File: src/rtl/core/lnes_pkg.sv
// shared types and constants of the looped note event scheduler
`default_nettype none
package lnes_pkg;

    localparam int BEAT_W   = 48;
    localparam int BPS_W    = 32;
    localparam int POS_W    = 24;
    localparam int PITCH_W  = 7;
    localparam int ALU_W    = 58;
    localparam int ACC_W    = 56;
    localparam int DIV_W    = 49;
    localparam int REM_W    = 33;
    localparam int EVC_W    = 6;
    localparam int CNT_W    = 6;

    localparam logic [EVC_W-1:0] MAX_EVENTS = 6'd48;
    localparam logic [CNT_W-1:0] DIV_LAST   = 6'd48;
    localparam logic [CNT_W-1:0] MUL_LAST   = 6'd23;
    localparam logic [BEAT_W-1:0] BEAT_MAX  = 48'hFFFF_FFFF_FFFF;
    localparam logic [BPS_W-1:0] BPS_RESET  = 32'd4294967;
    localparam logic [POS_W-1:0] LEN_RESET  = 24'd1;

    localparam logic [2:0] OP_LOAD = 3'd0;
    localparam logic [2:0] OP_TICK = 3'd1;
    localparam logic [2:0] OP_PLAY = 3'd2;
    localparam logic [2:0] OP_STOP = 3'd3;
    localparam logic [2:0] OP_SEEK = 3'd4;

    localparam logic EV_ON  = 1'b0;
    localparam logic EV_OFF = 1'b1;

    localparam logic [1:0] CFG_LOOP_START = 2'd0;
    localparam logic [1:0] CFG_LOOP_END   = 2'd1;
    localparam logic [1:0] CFG_BPS        = 2'd2;
    localparam logic [1:0] CFG_LOOP_LEN   = 2'd3;

    typedef struct packed {
        logic [2:0]         op;
        logic [3:0]         entry_index;
        logic [BEAT_W-1:0]  entry_start_beat;
        logic [BEAT_W-1:0]  entry_length_beat;
        logic [PITCH_W-1:0] entry_pitch;
        logic               load_last;
        logic [BEAT_W-1:0]  seek_beat;
    } req_t;

    typedef struct packed {
        logic               event_kind;
        logic [PITCH_W-1:0] event_pitch;
        logic               event_last;
    } evt_t;

    typedef struct packed {
        logic [BEAT_W-1:0]  start;
        logic [BEAT_W-1:0]  length;
        logic [PITCH_W-1:0] pitch;
    } entry_t;

    typedef struct packed {
        logic [ALU_W-1:0] sum;
        logic             carry;
    } alu_res_t;

    typedef enum logic [4:0] {
        ST_IDLE,
        ST_REL,
        ST_SEEK_SUB,
        ST_SEEK_ADD,
        ST_DIV,
        ST_CLAMP,
        ST_MUL,
        ST_SPAN_LO,
        ST_SPAN_HI,
        ST_E_ADDR,
        ST_E_NE,
        ST_E_ON,
        ST_E_OFF,
        ST_REM,
        ST_ADV,
        ST_PH,
        ST_FINISH
    } state_t;

endpackage
`default_nettype wire

File: src/rtl/core/lnes_alu.sv
// shared adder and subtractor used by the seek, division, clamp, multiply, span, note-end and playhead steps
`default_nettype none
module lnes_alu
    import lnes_pkg::*;
(
    input  wire logic [ALU_W-1:0] a,
    input  wire logic [ALU_W-1:0] b,
    input  wire logic             sub,
    output alu_res_t              res
);

    logic [ALU_W:0] total;

    always_comb
    begin
        total = {1'b0, a} + {1'b0, (sub ? ~b : b)} + {{ALU_W{1'b0}}, sub};
        res.sum = total[ALU_W-1:0];
        res.carry = total[ALU_W];
    end

endmodule
`default_nettype wire

File: config.mk
export PLATFORM = sky130hd
export DESIGN_NAME = lnes_alu
export DESIGN_NICKNAME = d
export VERILOG_FILES = /design/src/rtl/core/lnes_pkg.sv /design/src/rtl/core/lnes_alu.sv
export SDC_FILE = /design/constraint.sdc
export NUM_CORES = 1
export LEC_CHECK = 0
export BUFFER_PORTS_ARGS = -buffer_cell sky130_fd_sc_hd__buf_2
export CAP_MARGIN = 5
export CELL_PAD_IN_SITES_DETAIL_PLACEMENT = 1
export CELL_PAD_IN_SITES_GLOBAL_PLACEMENT = 1
export CORE_AREA = 2 2 156 97
export DETAILED_ROUTE_END_ITERATION = 6
export DIE_AREA = 0 0 158 99
export PLACE_DENSITY_LB_ADDON = 0.1
export SYNTH_ARGS = -nofsm -noshare
export SYNTH_HDL_FRONTEND = slang
export SYNTH_SLANG_ARGS = --single-unit
File: constraint.sdc
create_clock -name vclk -period 7.4
set_input_delay 1.48 -clock vclk [all_inputs]
set_output_delay 1.48 -clock vclk [all_outputs]
set_load 0.03 [all_outputs]
# Word-level counts from Yosys, hierarchy flattened
# Index checks and enable logic that the tools add are counted.
# classes
addsub	2
mux	1
bitwise	1
# ops
operator	n
58-bit by 58-bit adder with 59-bit output	1
59-bit by 1-bit adder with 59-bit output	1
58-bit two-way mux	1
58-bit NOT	1
# totals
input_bits	117
out_inout_bits	59
elab_cells	4
regBits	0

# Logic depth before layout (Yosys ltp)
# logic_depth
depth_word	4
ltp_mapped	15

# Worst setup path after synthesis
# No wires, ideal clock.
# synth_timing
kind	input -> output
startpoint	input port sub
endpoint	output port res[58] in the netlist's numbering
setup_slack_ns	0.654
n_path_buf	4
stages	15
t_required_ns	5.920
arrival_time_ns	5.266
cell_sequence	clkbuf_1 clkbuf_1 clkbuf_1 xor2_1 ha_1 buf_6 a21oi_1 o221ai_2 o211ai_1 nand3_1 a21boi_2 o21ai_2 a31oi_2 o21ai_1 a311oi_1
# synth_rtl
item	line	rtl
start, declared	lnes_alu.sv:8	input wire logic sub,
end, declared	lnes_alu.sv:9	output alu_res_t res

==> run metrics <==
status=completed; row cnt=34; worst slew pin tran=0.7672 ns; Mapped Cells=588; FF+latch count=0; LEAKAGE=2.470 nW; # Max-Cap Violations=0; Wirelength per Cell=18.16 um; fmax=0.1515 GHz; routed length on met2=6.140 mm; Power Density=183.1 nW/um2; Setup TNS Final=0 ns; critical path data required time=5.92 ns; antenna cells=0; fin. max-slew vios=0; critical setup path kind=input pin to output pin; DIE WIDTH=158 um; first-pass GRT wire length=26.97 mm; post-CTS sizing=0; relative slew slack=48.85%; met3 wire length=980 um; RSZ-0062 raised after global routing=no; Final setup viols=0; min setup slack post-route=0.7985 ns; final core area utilization=36.29%; fin crit share=89.21%; top routing layer in use=met3; GRT Total Usage=21.12%; Synth-to-Final Area Change=23.09%; Mapped Avg Cell Area=7.124 um2; clock buf count=0; Post-route DRC=0; pre-CTS setup slack=0.7447 ns; Die Y=99 um; setup bufs post-CTS=0; GRT overflow=0; WHS Endpoint=res[1]; Fin. Hold Viols=0; Unique masters post-synth=72; DP Wirelength=14.99 mm; drt pass-1 iters=4; Multi-input gate area=3946 um2; crit path launch type=input pin; routed vias=4869; Max IR drop VDD=72.18 uV; path type of the worst min-delay path=input pin to output pin; critical path peak fanout=48; initial antenna violation count=0; post-layout min period=6.601 ns; critical path endpoint category=output pin; post-synthesis sequential area ratio=0%; WL final=16.92 mm; routed vias/inst=5.224; CP arrival=5.12 ns; Hold Path Depth=3; die area=15640 um2; layout cell share with drive strength beyond 1=28.20%; fin nets=917; vias in the first global route=4981; largest net degree at the start of global routing=49; Iter 0 DRT Violations=179; Syn. warnings=0; Top Ports=176; Sequential Area=0 um2; wl on met1=9.802 mm; effective utilization at floorplan=29.48%; port bufs=176; Post-Syn Area=4189 um2; Filler Cells Inserted=1886; Post-DRT Antenna Nets=0; cts hold-fix bufs=0; total nets after synthesis=769; gpl congestion=0.8561; core box area=14210 um2; worst hold start=a[0]
logic make-up (layout without fill, tap and decap cells):
logic type | after synthesis | after routing | share of synthesized area [%]
AND/OR/NAND/NOR | 150 | 150 | 17.89
buffers and inverters | 50 | 196 | 5.794
adder cells (fa/ha/maj) | 64 | 64 | 19.30
multiplexers | 2 | 2 | 0.5674
AO/OA/AOI/OAI | 213 | 213 | 33.66
XOR/XNOR | 109 | 109 | 22.79
worst max path at each step:
stage	slack, ns	end	start
after floorplan	0.65	res[58]	sub
after global placement	0.87	res[45]	sub
after detailed placement	0.74	res[45]	sub
after CTS	0.74	res[45]	sub
after global routing	0.42	res[58]	sub
final	0.80	res[58]	sub
placed cells by master (no fill, tap or decap), types with 2 or more instances in the layout:
| cell | count |
|---|---|
| a211oi_1 | 5 |
| a21boi_2 | 2 |
| a21o_1 | 22 |
| a21o_2 | 3 |
| a21oi_1 | 73 |
| a21oi_2 | 4 |
| a221oi_1 | 2 |
| a31oi_1 | 5 |
| a41oi_1 | 2 |
| buf_2 | 175 |
| buf_4 | 2 |
| ha_1 | 63 |
| inv_1 | 19 |
| nand2_1 | 51 |
| nand2b_1 | 2 |
| nand3_1 | 13 |
| nand4_1 | 21 |
| nand4_2 | 2 |
| nor2_1 | 30 |
| nor2b_1 | 6 |
| nor3_1 | 7 |
| nor4_1 | 5 |
| o211ai_1 | 4 |
| o21a_1 | 8 |
| o21ai_0 | 38 |
| o21ai_1 | 6 |
| o21bai_1 | 14 |
| o221ai_2 | 3 |
| o31ai_1 | 2 |
| or3_1 | 2 |
| xnor2_1 | 28 |
| xor2_1 | 81 |
per-stage QoR:
| step | instance area, um2 | hold WS, ns | total power [mW] | instances |
|---|---|---|---|---|
| after floorplan | 4189 | 3.132 | 0.6706 | 588 |
| after global placement | 5156 | 3.291 | 0.9317 | 932 |
| after detailed placement | 5156 | 3.306 | 0.9413 | 932 |
| after CTS | 5156 | 3.306 | 0.9463 | 932 |
| after global routing | 5156 | 3.327 | 1.025 | 932 |
| final | 5156 | 3.302 | 0.9442 | 932 |
layout make-up:
cell class	count	share of cell area, %
inverters	19	1.383
multi-input cells	538	76.53
well taps	198	4.805
repair buffers	177	17.28
cells in the mapped netlist, types with 2 or more instances:
master            n  area, um2
nand2b_1          2      12.51
o21ai_1           6      30.03
nor3_1            7      35.03
nand4_1          21      131.4
o211ai_1          4      30.03
o31ai_1           2      15.01
o221ai_2          3      45.04
a21oi_1          73      365.4
a221oi_1          2      17.52
nand4_2           2      25.02
inv_1            19      71.32
xnor2_1          28      245.2
ha_1             63      788.3
nor2_1           30      112.6
clkbuf_1         17      63.81
a31oi_1           5      31.28
nor4_1            5      31.28
o21a_1            8      60.06
buf_2             7      35.03
o21bai_1         14      105.1
nand3_1          13      65.06
nor2b_1           6      37.54
a21oi_2           4      35.03
o21ai_0          38      190.2
or3_1             2      12.51
clkdlybuf4s15_2   2      22.52
nand2_1          51      191.4
a211oi_1          5      37.54
a21o_2            3      26.28
a21boi_2          2      22.52
a21o_1           22      165.2
xor2_1           81      709.4
a41oi_1           2      17.52
routing by layer:
layer | up-vias | global-route usage (%)
li1 | 2439 | -
met1 | 2279 | 37.17
met2 | 151 | 28.36
met3 | 0 | 1.055
met4 | 0 | 0.06930
met5 | - | 0
worst max-delay path, stage by stage:
cell      delay [ns]
buf_4           0.59
xor2_1          0.17
ha_1            0.40
a21oi_1         0.31
o221ai_2        0.21
o211ai_1        0.27
nand3_1         0.20
a21boi_2        0.29
o21ai_2         0.14
a31oi_2         0.35
o21ai_1         0.16
a311oi_1        0.29
buf_2           0.24
power breakdown:
part	leakage [nW]	switching (mW)	total, mW	internal [mW]
combinational	2.47	0.636	0.944	0.309
sequential	0	0	0	0
clock	0	0	0	0
Power figures use the tool's default switching activity.
