**src/rtl/core/lnes_pkg.sv**
```systemverilog
// shared types and constants of the looped note event scheduler
`default_nettype none
package lnes_pkg;

    localparam int BEAT_W   = 48;
    localparam int BPS_W    = 32;
    localparam int POS_W    = 24;
    localparam int PITCH_W  = 7;
    localparam int ALU_W    = 58;
    localparam int ACC_W    = 56;
    localparam int DIV_W    = 49;
    localparam int REM_W    = 33;
    localparam int EVC_W    = 6;
    localparam int CNT_W    = 6;

    localparam logic [EVC_W-1:0] MAX_EVENTS = 6'd48;
    localparam logic [CNT_W-1:0] DIV_LAST   = 6'd48;
    localparam logic [CNT_W-1:0] MUL_LAST   = 6'd23;
    localparam logic [BEAT_W-1:0] BEAT_MAX  = 48'hFFFF_FFFF_FFFF;
    localparam logic [BPS_W-1:0] BPS_RESET  = 32'd4294967;
    localparam logic [POS_W-1:0] LEN_RESET  = 24'd1;

    localparam logic [2:0] OP_LOAD = 3'd0;
    localparam logic [2:0] OP_TICK = 3'd1;
    localparam logic [2:0] OP_PLAY = 3'd2;
    localparam logic [2:0] OP_STOP = 3'd3;
    localparam logic [2:0] OP_SEEK = 3'd4;

    localparam logic EV_ON  = 1'b0;
    localparam logic EV_OFF = 1'b1;

    localparam logic [1:0] CFG_LOOP_START = 2'd0;
    localparam logic [1:0] CFG_LOOP_END   = 2'd1;
    localparam logic [1:0] CFG_BPS        = 2'd2;
    localparam logic [1:0] CFG_LOOP_LEN   = 2'd3;

    typedef struct packed {
        logic [2:0]         op;
        logic [3:0]         entry_index;
        logic [BEAT_W-1:0]  entry_start_beat;
        logic [BEAT_W-1:0]  entry_length_beat;
        logic [PITCH_W-1:0] entry_pitch;
        logic               load_last;
        logic [BEAT_W-1:0]  seek_beat;
    } req_t;

    typedef struct packed {
        logic               event_kind;
        logic [PITCH_W-1:0] event_pitch;
        logic               event_last;
    } evt_t;

    typedef struct packed {
        logic [BEAT_W-1:0]  start;
        logic [BEAT_W-1:0]  length;
        logic [PITCH_W-1:0] pitch;
    } entry_t;

    typedef struct packed {
        logic [ALU_W-1:0] sum;
        logic             carry;
    } alu_res_t;

    typedef enum logic [4:0] {
        ST_IDLE,
        ST_REL,
        ST_SEEK_SUB,
        ST_SEEK_ADD,
        ST_DIV,
        ST_CLAMP,
        ST_MUL,
        ST_SPAN_LO,
        ST_SPAN_HI,
        ST_E_ADDR,
        ST_E_NE,
        ST_E_ON,
        ST_E_OFF,
        ST_REM,
        ST_ADV,
        ST_PH,
        ST_FINISH
    } state_t;

endpackage
`default_nettype wire

```
**src/rtl/core/lnes_table.sv**
```systemverilog
// double-banked note table memory with registered read
`default_nettype none
module lnes_table
    import lnes_pkg::*;
#(
    parameter int DEPTH = 32,
    parameter int AW = (DEPTH > 1) ? $clog2(DEPTH) : 1
)
(
    input  wire logic          clk,
    input  wire logic          wr_en,
    input  wire logic [AW-1:0] wr_addr,
    input  wire entry_t        wr_data,
    input  wire logic [AW-1:0] rd_addr,
    output entry_t             rd_data
);

    entry_t mem [DEPTH];

    always_ff @(posedge clk)
    begin
        if (wr_en)
        begin
            mem[wr_addr] <= wr_data;
        end
        rd_data <= mem[rd_addr];
    end

endmodule
`default_nettype wire

```
**config.mk**
```make
export PLATFORM = sky130hd
export DESIGN_NAME = lnes_table
export DESIGN_NICKNAME = d
export VERILOG_FILES = /design/src/rtl/core/lnes_pkg.sv /design/src/rtl/core/lnes_table.sv
export SDC_FILE = /design/constraint.sdc
export NUM_CORES = 2
export LEC_CHECK = 0
export BUFFER_PORTS_ARGS = -buffer_cell sky130_fd_sc_hd__buf_2
export CELL_PAD_IN_SITES_DETAIL_PLACEMENT = 0
export CELL_PAD_IN_SITES_GLOBAL_PLACEMENT = 2
export CORE_MARGIN = 2
export CORE_UTILIZATION = 30
export CTS_BUF_LIST = sky130_fd_sc_hd__clkbuf_16
export CTS_CLUSTER_DIAMETER = 100
export DETAILED_ROUTE_END_ITERATION = 10
export PLACE_DENSITY = 0.58
export SYNTH_ARGS = -nofsm -noshare
export SYNTH_HDL_FRONTEND = slang
export SYNTH_SLANG_ARGS = --single-unit
```
**constraint.sdc**
```tcl
create_clock -name clk -period 5.2 [get_ports clk]
set_input_delay 0 -clock clk [delete_from_list [all_inputs] [get_ports clk]]
set_output_delay 0 -clock clk [all_outputs]
set_load 0.01 [all_outputs]
```
## After elaboration in Yosys (flattened, before gate mapping)

Memory sizes are Yosys's and may differ from the RTL's. A register that Yosys moved wholly into a read port is not among the register bits.
Cells that the tools add are included.

- Register bits: 0
- Latch bits: 0
- Memory bits (writable): 3296
- ROM bits: 0
- Input port bits: 115
- Output and inout bits: 103
- Word-level logic and storage cells: 3
- Memories: 1

Memory list:

| name | words | bits a word | read ports | clocked after memory_dff | write ports | line | RTL |
|---|---|---|---|---|---|---|---|
| mem | 32 | 103 | 1 | 1 | 1 | lnes_table.sv:18 | `entry_t mem [DEPTH];` |

- $add $sub $neg: 0
- Multiply operators: 0
- Divide/modulo/power cells: 0
- Magnitude comparators: 0
- Equality and inequality tests: 0
- Shifts and indexed selects: 0
- Multiplexer cells: 2
- Bitwise operators: 0
- Reduce and logical (&&, ||, !) cells: 0

Operators by type and width:

| cell | number |
|---|---|
| $mux 1 | 2 |

## Logic depth before layout (Yosys ltp)

- Depth in word-level cells: 2
- Mapped depth: 9
- Gate-level depth less buffers: 4

## Worst setup path before layout

Ideal clock, no wire load.

- Kind: in2reg
- Start: input wr_addr[1]
- End: memory mem[12][0] (netlist bit) (enable)
- Setup time: 0.566 ns
- Arrival: 4.948 ns
- Required time: 4.634 ns
- Slack: -0.314 ns
- Cell stages on the path: 3
- Buffers on the path: 1
- Path through: or3b_2 -> clkbuf_1 -> nor2_1

RTL lines:

| item | line | RTL |
|---|---|---|
| start, declared | lnes_table.sv:12 | `input wire logic [AW-1:0] wr_addr,` |
| end, declared | lnes_table.sv:18 |  |

Straight into the memory's write port.

==> key figures <==
Clocking
  • # hold bufs at CTS: 116
  • Root buffer cell: clkbuf_16
  • CTS tree: yes
  • Skew-Pair Late Insertion Delay: 0.94 ns
  • H-tree depth: 5
  • # resized after CTS: 0
  • Cts bufs inserted: 370
  • Setup bufs post-CTS: 0
  • Clk sinks: 3399
  • Clock-pin slew on the worst setup and hold paths: 0.06 ns
  • CTS max path bufs: 4

Placed design
  • Pre-CTS setup slack: 2.10 ns
  • Buffers added on ports: 217
  • Area after DPL: 136000 um^2
  • Dpl cells: 11700
  • HPWL after detailed placement: 192 mm
  • Final GP Congestion: 0.720

Power and ir drop
  • Seq pwr share: 0.525
  • VDD IR-drop max: 244 uV
  • Net Sw Power: 12.7 mW
  • Total chip power: 58.5 mW
  • Clock Power Share: 0.428
  • Internal power: 45.8 mW
  • Sw Ratio: 0.217
  • Leak Pwr: 48.4 nW
  • Power per cell area: 393 nW/um^2
  • Combinational Power Share: 0.047

Worst setup path
  • Max FO, Critical Path: 64
  • Setup CP Type: input port to flip-flop
  • WP data arrival: 3.57 ns
  • Kind of start point of the critical path: input port
  • CP endpoint kind: flip-flop
  • CP required: 5.95 ns

Timing
  • Setup-failing EPs final: 0
  • Max-slew violations: 0
  • Slew HR: 0.0469
  • Fmax: 354 MHz
  • Hold Violations, Final: 0
  • Measured slew at the worst slew-check pin: 1.42 ns
  • Total negative slack: 0 ns
  • Clock Skew: 0.0354 ns
  • Period utilisation layout: 0.543
  • Unrepaired setup endpoints after global routing: no
  • Setup WS post-layout: 2.38 ns
  • Fin crit period: 2.82 ns
  • WHS: 0.115 ns

Yosys
  • Syn Nets: 6121
  • Netlist cell types: 28
  • Sequential area share after synthesis: 0.795
  • Number of synthesis warnings: 0
  • Synthesized area: 127000 um^2
  • Syn_area_per_cell: 21.2 um^2
  • Syn Inst Count: 6006
  • Synthesis-stage register bit count: 3399

Flow run
  • Max_cap viols: 0

Cells and area
  • Post-Layout Inst Area: 149000 um^2
  • Share of cells above drive strength 1: 0.198
  • Synthesis-to-layout area growth: 16.9%
  • Most frequent cells in the layout: 3296 x edfxtp_1, 824 x mux2i_1, 548 x a22oi_1, 412 x mux4_2, 378 x clkbuf_16
  • Multi-input gate area: 24800 um^2
  • Register area: 101000 um^2
  • Fillers: 39300
  • Most common cell after layout, fill and taps aside: edfxtp_1
  • Layout Cells excl Fill: 12500
  • Post-layout util: 0.352
  • Nets@finish: 6660

Route
  • Drt first-iter violations: 6052
  • Drt first pass iters: 5
  • Post-DR wirelength/cell: 29.6 um
  • Post-DRT Antenna Nets: 0
  • Vias: 62900
  • Drc violations: 0
  • WL final: 371 mm
  • Drt via density: 5.02

Global routing
  • Largest net degree at the start of global routing: 125
  • Grt ovf: 0
  • GRT Overall Usage: 0.169
  • First-pass GRT wire length: 512 mm
  • Vias in the first global route: 64700
  • Initial antenna violation count: 52

Die
  • Die area: 429000 um^2
  • Placeable Area: 423000 um^2
  • Starting density of the core: 0.301
  • # rows: 239
  • Number of I/O pins: 218
  • DIE WIDTH: 655 um
  • Die H: 655 um

Min path
  • HP Class: input port to flip-flop

Status
  • Status: finished, final reports clean
[routing by layer]
layer,part of all wire,track usage,vias to the layer above
met5,0.00030,0,-
met3,0.051,0.0268,505
li1,-,-,26400
met2,0.48,0.280,1702
met4,0.024,0.0399,18
met1,0.44,0.233,34300
[cell type report]
cell class	instances	share of cell area
flip-flops and latches	3399	0.680
clock buffers	378	0.0636
well taps	5663	0.0477
inverters	1	0.0000253
diodes	11	0.000185
clock inverters	307	0.0137
repair buffers	504	0.0283
multi-input cells	2269	0.167
[worst paths after layout]
path / start / end / slack (ns) / cells past startpoint
worst max-delay path: rd_addr[0] / rd_data[16]$_DFF_P_ / 2.38 / 7
worst min-delay path: wr_data[2] / mem[6][2]$_DFFE_PP_ / 0.12 / 2
worst max register to register: mem[5][5]$_DFFE_PP_ / rd_data[5]$_DFF_P_ / 3.38 / 3
worst min register to register: mem[21][85]$_DFFE_PP_ / rd_data[85]$_DFF_P_ / 0.62 / 4
[registers in the layout (all words and copies together), names as in the netlist]
signal   flops
rd_data    103
mem       3296
[power by group through the flow]
stage                     clock network [mW]  logic, mW  registers (mW)
after detailed placement                   0       2.72            31.3
after global placement                     0       2.68            31.3
after CTS                               25.6       2.82            30.7
after global routing                    26.6       2.97            30.7
final                                   25.0       2.76            30.7
after floorplan                            0       1.41            31.2
[worst max-delay path: stages]
cell	delay [ns]
dlygate4sd3_1	0.59
buf_8	0.46
buf_12	0.49
buf_12	0.45
mux4_2	0.57
a22oi_1	0.46
nand4_1	0.16
[logic make-up (layout without fill, tap and decap cells)]
group | after synthesis | in the layout | synth area share
buffers and inverters | 338 | 1190 | 0.0132
flip-flops | 3399 | 3399 | 0.795
multiplexers | 1236 | 1236 | 0.138
AO/OA/AOI/OAI | 675 | 675 | 0.0396
AND/OR/NAND/NOR | 358 | 358 | 0.0144
other | 0 | 11 | 0
[cells in the mapped netlist]
cell type	count	area [um^2]
a22o_1	57	499
buf_4	28	210
or3_1	1	6.26
clkbuf_1	142	533
a31oi_1	57	357
nand3b_1	5	37.5
buf_2	140	701
a21oi_1	13	65.1
edfxtp_1	3296	99000
and3b_1	1	8.76
nand4_1	46	288
a22oi_1	548	4110
buf_6	18	203
dfxtp_1	103	2060
nor2b_1	15	93.8
nor3_1	4	20.0
buf_1	9	33.8
mux2i_1	824	8250
nand3_1	208	1040
mux4_2	412	9280
nor3_2	1	10.0
and2_1	11	68.8
or3b_2	2	17.5
nor2_1	46	173
nand2_1	16	60.1
inv_1	1	3.75
nand2b_1	1	6.26
and3_1	1	6.26
Power figures use the tool's default switching activity.
